## src/rtl/cav_pkg.sv

```systemverilog
// ----------------------------------------------------------------------------
// cav_pkg
// Shared types and constants for the cavity local-maximum marker.
// ----------------------------------------------------------------------------
`default_nettype none

package cav_pkg;

    localparam int PIXEL_W      = 8;
    localparam int SIDE_W       = 11;
    localparam logic [PIXEL_W-1:0] CAVITY_MARK = 8'h58;  // ASCII 'X'

    // Output queue: room for a full pair of results plus slack for streaming
    localparam int OUT_DEPTH = 4;
    localparam int OUT_PW    = $clog2(OUT_DEPTH);
    localparam int OUT_CW    = $clog2(OUT_DEPTH + 1);

    typedef logic [PIXEL_W-1:0] pixel_t;

    // One line store entry: the row two back and the row just above
    typedef struct packed {
        pixel_t far_px;
        pixel_t near_px;
    } line_entry_t;

    typedef struct packed {
        logic   frame_end;
        pixel_t pixel;
    } result_t;

    // Up to two results pushed per item; res[0] goes out first
    typedef struct packed {
        logic [1:0]       cnt;
        result_t [1:0]    res;
    } push_t;

endpackage

`default_nettype wire

```

## src/rtl/cav_out_fifo.sv

```systemverilog
// ----------------------------------------------------------------------------
// cav_out_fifo
// Small result queue taking up to two results per cycle, one out per cycle while m_tready is high.
// ----------------------------------------------------------------------------
`default_nettype none

module cav_out_fifo (
    input  wire                   aclk,
    input  wire                   aresetn,
    input  wire cav_pkg::push_t   push,
    output logic                  space_ok,
    output logic                  m_tvalid,
    input  wire                   m_tready,
    output cav_pkg::result_t      m_result
);

    cav_pkg::result_t                fifo_reg [cav_pkg::OUT_DEPTH];
    logic [cav_pkg::OUT_PW-1:0]      wr_ptr_reg, wr_ptr_next;
    logic [cav_pkg::OUT_PW-1:0]      rd_ptr_reg, rd_ptr_next;
    logic [cav_pkg::OUT_CW-1:0]      count_reg,  count_next;
    logic [cav_pkg::OUT_PW-1:0]      wr_ptr_plus1;
    logic                            pop;

    assign pop          = m_tvalid && m_tready;
    assign wr_ptr_plus1 = wr_ptr_reg + cav_pkg::OUT_PW'(1);
    assign space_ok     = (count_reg <= cav_pkg::OUT_CW'(cav_pkg::OUT_DEPTH - 2));
    assign m_tvalid     = (count_reg != '0);
    assign m_result     = fifo_reg[rd_ptr_reg];

    always_comb begin
        wr_ptr_next = wr_ptr_reg + cav_pkg::OUT_PW'(push.cnt);
        rd_ptr_next = rd_ptr_reg + cav_pkg::OUT_PW'(pop);
        count_next  = count_reg + cav_pkg::OUT_CW'(push.cnt) - cav_pkg::OUT_CW'(pop);
    end

    always_ff @(posedge aclk) begin
        if (!aresetn) begin
            wr_ptr_reg <= '0;
            rd_ptr_reg <= '0;
            count_reg  <= '0;
        end else begin
            wr_ptr_reg <= wr_ptr_next;
            rd_ptr_reg <= rd_ptr_next;
            count_reg  <= count_next;
        end
    end

    always_ff @(posedge aclk) begin
        if (push.cnt != 2'd0) begin
            fifo_reg[wr_ptr_reg] <= push.res[0];
        end
        if (push.cnt == 2'd2) begin
            fifo_reg[wr_ptr_plus1] <= push.res[1];
        end
    end

endmodule

`default_nettype wire

```

## config.mk

```make
export PLATFORM = sky130hd
export DESIGN_NAME = cav_out_fifo
export DESIGN_NICKNAME = d
export VERILOG_FILES = /design/src/rtl/cav_pkg.sv /design/src/rtl/cav_out_fifo.sv
export SDC_FILE = /design/constraint.sdc
export NUM_CORES = 1
export LEC_CHECK = 0
export BUFFER_PORTS_ARGS = -buffer_cell sky130_fd_sc_hd__buf_2
export CAP_MARGIN = 20
export CORE_ASPECT_RATIO = 0.9
export CORE_UTILIZATION = 33
export DETAILED_ROUTE_END_ITERATION = 16
export PLACE_DENSITY = 0.55
export SYNTH_ARGS = -nofsm -noshare
export SYNTH_HDL_FRONTEND = slang
export SYNTH_SLANG_ARGS = --single-unit
export TNS_END_PERCENT = 100
```

## constraint.sdc

```tcl
create_clock -name aclk -period 2.1 [get_ports aclk]
set_input_delay 0.42 -clock aclk [delete_from_list [all_inputs] [get_ports aclk]]
set_output_delay 0.42 -clock aclk [all_outputs]
set_load 0.02 [all_outputs]
```

==> impl_results.md, run 1 <==
* Setup Skew at 8.58 ps
* Clock Sinks at 43
* H-Tree Depth at 2
* Largest net degree at the start of global routing at 14
* Die height at roughly 80 um
* Global Route met2 Usage at 0.215
* Fmax at 0.506 GHz
* Port bufs at 33
* Final Slew Violations at 0
* Most common cell after layout, fill and taps aside: edfxtp_1
* Final wirelength at 4350 um
* CP startpoint kind: flop
* Starting Density at 0.341
* Period utilization at 0.941
* Core area at roughly 0.0066 mm^2
* Final setup viols at 0
* Post-Route Setup TNS at 0 ps
* RSZ-0062 raised after global routing: false
* Top cell type's share of synthesized area at 0.483
* Finished Layout Cells at 266
* Skew-Pair Late Insertion Delay at 300 ps
* Fraction of layout cells with a size suffix above 1 at 0.563
* Final hold violation count at 0
* Clock transition at path regs at 80 ps
* Post-Syn Area at 0.00224 mm^2
* Gr usage total at 0.134
* Residual DRC at 0
* Worst Path Max Fanout at 10
* Cells after synthesis at 133
* Fillers at 613
* Die width at ~89 um
* Cell area after layout at 0.00269 mm^2
* Max reg flops at 36
* GRT Residual Overflow at 0
* Max Buffers Root-to-Sink at 2
* Min Tclk post-route at 1980 ps
* P&R area growth vs syn at 20.3%
* Drt wl/cell at 16.4 um
* Dpl cell area at ~0.0026 mm^2
* Slew margin rel. at 0.431
* Total Power at 2.62 mW
* Async S/R FF share, synth at 0
* Yosys synthesis warning count at 0
* Row Count at 28
* Least-Margin Pin Slew at ~850 ps
* Status: finished clean
* Met3 usage at 0.0421
* Synth area leaders: edfxtp_1 (48%), mux2_2 (14%), mux4_2 (9.1%), dfxtp_1 (6.3%), mux2_4 (6.0%)
* Most frequent cells in the layout: edfxtp_1 (36), buf_2 (33), mux2_2 (27), buf_4 (10)
* Vias in the first global route at about 1200
* Synth area leader: edfxtp_1
* Post-DP HPWL at slightly below 3000 um
* Post-synth EDFFs at 36
* Num ports at 34
* Setup crit end kind: output port
* Post-CTS resize count at 0
* Final WS setup at 124 ps
* GPL Wtd Cong at 0.667
* Placed Instances at approximately 260
* Clock Tree Root: clkbuf_8
* Max IR drop VDD at about 0.43 mV
* Met1 usage at 0.171
* CTS tree: yes
* Post-DRT Antenna Nets at 0
* Seq/Total Area, Yosys at 0.546
* Final nets at between 200 and 250
* Main synth FF type: edfxtp_1
* TritonRoute pass-1 iters at 4
* Pwr Density at 973 mW/mm^2
* CP Class: reg -> out
* TritonCTS Buffers at 5
* Syn Nets at 160
* Cts hold-fix bufs at 0
* Via Count at 1265
* Crit path DAT at roughly 1600 ps
* DR vias/cell at 4.76
* Util after Layout at 0.410
* Die ar. at 0.00711 mm^2
* DRT iter0 DRCs at 50
* Hold_ws at 452 ps
* Dpl ws at 156 ps
* Synth Register Bits at 43
* Maxcap violations at 0
* Worst hold path type: in -> reg
* Ant. Diodes at 0
* Worst EP required at 1680 ps
* # Post-CTS Setup Buffers at 0
* Busiest layer in global routing: met2
* Global-route wire length before repair at a little under 7000 um
* P_leak at around 1.0 nW
* Netlist cell types at 27
* Initial antenna violation count at 0
* Mean post-synth cell area at 16.8 um^2
[routing by layer]
| layer | wire length [um] | vias to the layer above |
|---|---|---|
| met5 | 0 | - |
| met4 | 49 | 0 |
| met3 | 203 | 5 |
| met2 | 2160 | 29 |
| met1 | 1940 | 626 |
| li1 | - | 605 |
[kinds of logic after synthesis]
group,Yosys count,share of synthesized area
adders and majority gates,4,0.0257
AOI/OAI and AO/OA,6,0.0207
xor gates and xnor gates,2,0.0201
and+or+nand+nor,18,0.0571
DFF,43,0.546
buffers and inverters,11,0.0252
muxes,49,0.305
[area by class of cell]
type	instances	area [um^2]	share of cell area
timing repair buffer	43	240	0.0893
sequential	43	1220	0.454
clock inverter	2	60.1	0.0223
inverter	3	11.3	0.00419
tap	90	113	0.0419
clock buffer	6	72.6	0.0270
multi-input combinational	79	971	0.361
[synth_stat cells, types with 3 or more instances]
cell type / instances
nor2_1: 3
and2_1: 3
mux2_4: 9
ha_1: 3
dfxtp_1: 7
mux2_2: 27
buf_2: 6
mux2i_1: 4
nor2b_1: 3
edfxtp_1: 36
inv_1: 3
mux4_2: 9
[where the power goes]
group          internal [mW]  total, mW  switching [mW]
combinational          0.377      0.735           0.358
clock                  0.475      0.760           0.284
sequential              1.05       1.12          0.0722
[worst max-delay path, stage by stage (launching register included)]
cell and delay (ps):
dfxtp_1 690, mux4_2 400, buf_2 170
[worst paths after layout]
| kind | from | to | slack, ps | cells past startpoint |
|---|---|---|---|---|
| setup / recovery | rd_ptr_reg[1] | m_result[8] | 120 | 2 |
| hold / removal | aresetn | count_reg[1] | 450 | 2 |
| setup reg to reg | count_reg[0] | count_reg[2] | 280 | 7 |
| hold reg to reg | rd_ptr_reg[0] | rd_ptr_reg[0] | 680 | 3 |
(Power assumes the default switching activity.)
==> inputs of run 2 (changes only) <==
--- a/config.mk
+++ b/config.mk
@@ -10,6 +10,7 @@
 export CORE_ASPECT_RATIO = 0.9
 export CORE_UTILIZATION = 33
 export DETAILED_ROUTE_END_ITERATION = 16
+export GPL_TIMING_DRIVEN = 0
 export PLACE_DENSITY = 0.55
 export SYNTH_ARGS = -nofsm -noshare
 export SYNTH_HDL_FRONTEND = slang
==> constraint.sdc (replaced) <==
create_clock -name aclk -period 2.5 [get_ports aclk]
set_input_delay 0.5 -clock aclk [delete_from_list [all_inputs] [get_ports aclk]]
set_output_delay 0.5 -clock aclk [all_outputs]
set_load 0.02 [all_outputs]
==> run 2 against run 1 <==
Core utilization down 1.3 points. Hold slack better by 70 ps. Sequential share of layout area up 1.4 points. First-iteration DRC count down 16%. Largest power group unchanged. Count of clock-buffer cells in the layout unchanged. Flip-flop and latch count unchanged. Clock skew down 3.7 ps. Via count down 0.71%. Highest routed layer unchanged. Design area down 3.1%. Critical path depth up 1.
==> impl_results.md, run 2 (same netlist as run 1, synthesis figures left out) <==
* Status: finished clean
* Pwr Density at 757 mW/mm^2 (-22%)
* Setup Skew at 4.92 ps (-3.66 ps)
* H-Tree Depth at 2 (unchanged)
* Final hold violation count at 0 (unchanged)
* Clock Tree Root: clkbuf_8
* Num ports at 34 (unchanged)
* Fraction of layout cells with a size suffix above 1 at 0.546 (-0.0165)
* DRT iter0 DRCs at 42 (-16%)
* Max IR drop VDD at 0.303 mV (-30%)
* Maxcap violations at 0 (unchanged)
* P&R area growth vs syn at 16.6%
* Final Slew Violations at 0 (unchanged)
* Hold EP: wr_ptr_reg[0]
* P_leak at 0.983 nW (-3.6%)
* CP startpoint: rd_ptr_reg[1]
* Worst hold path type: in -> reg
* Hold_ws at 522 ps (+70.4 ps)
* Row Count at 28 (unchanged)
* WHS Path Cells at 2 (unchanged)
* R2R setup slack at 400 ps (+120 ps)
* Cts hold-fix bufs at 0 (unchanged)
* Post-DP HPWL at 3000 um (+0.73%)
* DR vias/cell at 4.76 (about the same)
* Util after Layout at 0.398 (-0.0126)
* Min Tclk post-route at 2320 ps
* CP max-delay cell: clkbuf_1
* Residual DRC at 0 (unchanged)
* Max reg flops at 36 (unchanged)
* Most common cell after layout, fill and taps aside: buf_2
* Core area at 0.00655 mm^2 (unchanged)
* Placed Instances at 256 (-0.78%)
* Final wirelength at 4490 um (+3.2%)
* Critical Path, Cell by Cell: clkbuf_1 > mux4_2 > buf_2
* Cell area after layout at 0.00261 mm^2 (-3.1%)
* TritonRoute pass-1 iters at 2 (-2)
* Drt wl/cell at 17.0 um (+4.0%)
* Gr usage total at 0.139 (+0.00541)
* Setup crit end kind: output port
* Final WS setup at 177 ps (+52.9 ps)
* Final setup viols at 0 (unchanged)
* Dpl ws at -9.71 ps (-166 ps)
* RSZ-0062 raised after global routing: false
* Dpl cell area at 0.00252 mm^2 (-1.4%)
* Die width at 88.8 um (unchanged)
* Slowest stage delay, CP at 600 ps (-90 ps)
* Via Count at 1256 (-0.71%)
* CP startpoint kind: flop
* Fmax at 0.430 GHz
* Most frequent cells in the layout: buf_2 (38), edfxtp_1 (36), mux2_2 (27), mux2_4 (9), mux4_2 (9)
* Period utilization at 0.929
* R2R depth at 4 (-3)
* Max Buffers Root-to-Sink at 2 (unchanged)
* Crit path DAT at 1820 ps (+260 ps)
* Post-Route Setup TNS at 0 ps (unchanged)
* Clock Sinks at 43 (unchanged)
* Finished Layout Cells at 264 (-0.75%)
* Initial antenna violation count at 0 (unchanged)
* Die height at 80.1 um (unchanged)
* Skew-Pair Late Insertion Delay at 290 ps (about the same)
* Clock transition at path regs at 80 ps (about the same)
* R2R Path End: fifo_reg[0][8]
* Starting Density at 0.341 (unchanged)
* Post-DRT Antenna Nets at 0 (unchanged)
* Post-CTS resize count at 0 (unchanged)
* Global-route wire length before repair at 6880 um (+2.3%)
* Worst reg2reg path startpoint: wr_ptr_reg[0]
* Vias in the first global route at 1344 (+8.3%)
* CP Class: reg -> out
* Final nets at 200 (-0.99%)
* Port bufs at 32 (-3.0%)
* Die ar. at 0.00711 mm^2 (unchanged)
* GRT Residual Overflow at 0 (unchanged)
* Total Power at 1.97 mW (-25%)
* Least-Margin Pin Slew at 1020 ps (+169 ps)
* Ant. Diodes at 0 (unchanged)
* Worst Path Max Fanout at 10 (unchanged)
* GPL Wtd Cong at 0.626 (-6.0%)
* Hold Startpoint: aresetn
* CTS tree: yes
* TritonCTS Buffers at 5 (unchanged)
* # Post-CTS Setup Buffers at 0 (unchanged)
* Largest net degree at the start of global routing at 14 (unchanged)
* Worst EP required at 2000 ps (+320 ps)
* Slew margin rel. at 0.319 (-0.112)
run 2: worst max path at each step:
| stage | endpoint |
|---|---|
| 3_5_place_dp | fifo_reg[0][1] |
| 4_1_cts | m_result[6] |
| 3_3_place_gp | fifo_reg[0][7] |
| 6_report | m_result[0] |
| 5_1_grt | m_result[6] |
| 2_1_floorplan | fifo_reg[0][0] |
run 2: where the power goes:
group          total [mW]  internal, mW  switching [mW]
registers           0.926         0.882          0.0435
clock network       0.433         0.195           0.238
logic               0.615         0.299           0.316
total                1.97          1.38           0.598
run 2: worst max-delay path, delay by kind of cell (launching register included):
kind | cells | cell delay, ps
DFF | 1 | 330
muxes | 1 | 430
buffers and inverters | 2 | 780
run 2: metal layers:
layer  wire (um)  share of wire  up-vias  track usage
li1            -              -      600            -
met1        1950           0.43      629        0.160
met2        2280           0.51       21        0.245
met3         197          0.044        6       0.0401
met4          61          0.014        0       0.0484
met5           0              0        -            0
run 2: cell type report:
| cell class | count | area [um^2] |
|---|---|---|
| Fill cell | 626 | 3950 |
| Inverter | 3 | 11.3 |
| Clock inverter | 2 | 12.5 |
| Sequential cell | 43 | 1220 |
| Clock buffer | 6 | 72.6 |
| Timing Repair Buffer | 33 | 168 |
| Multi-Input combinational cell | 79 | 963 |
| Tap cell | 90 | 113 |
| Buffer | 8 | 45.0 |
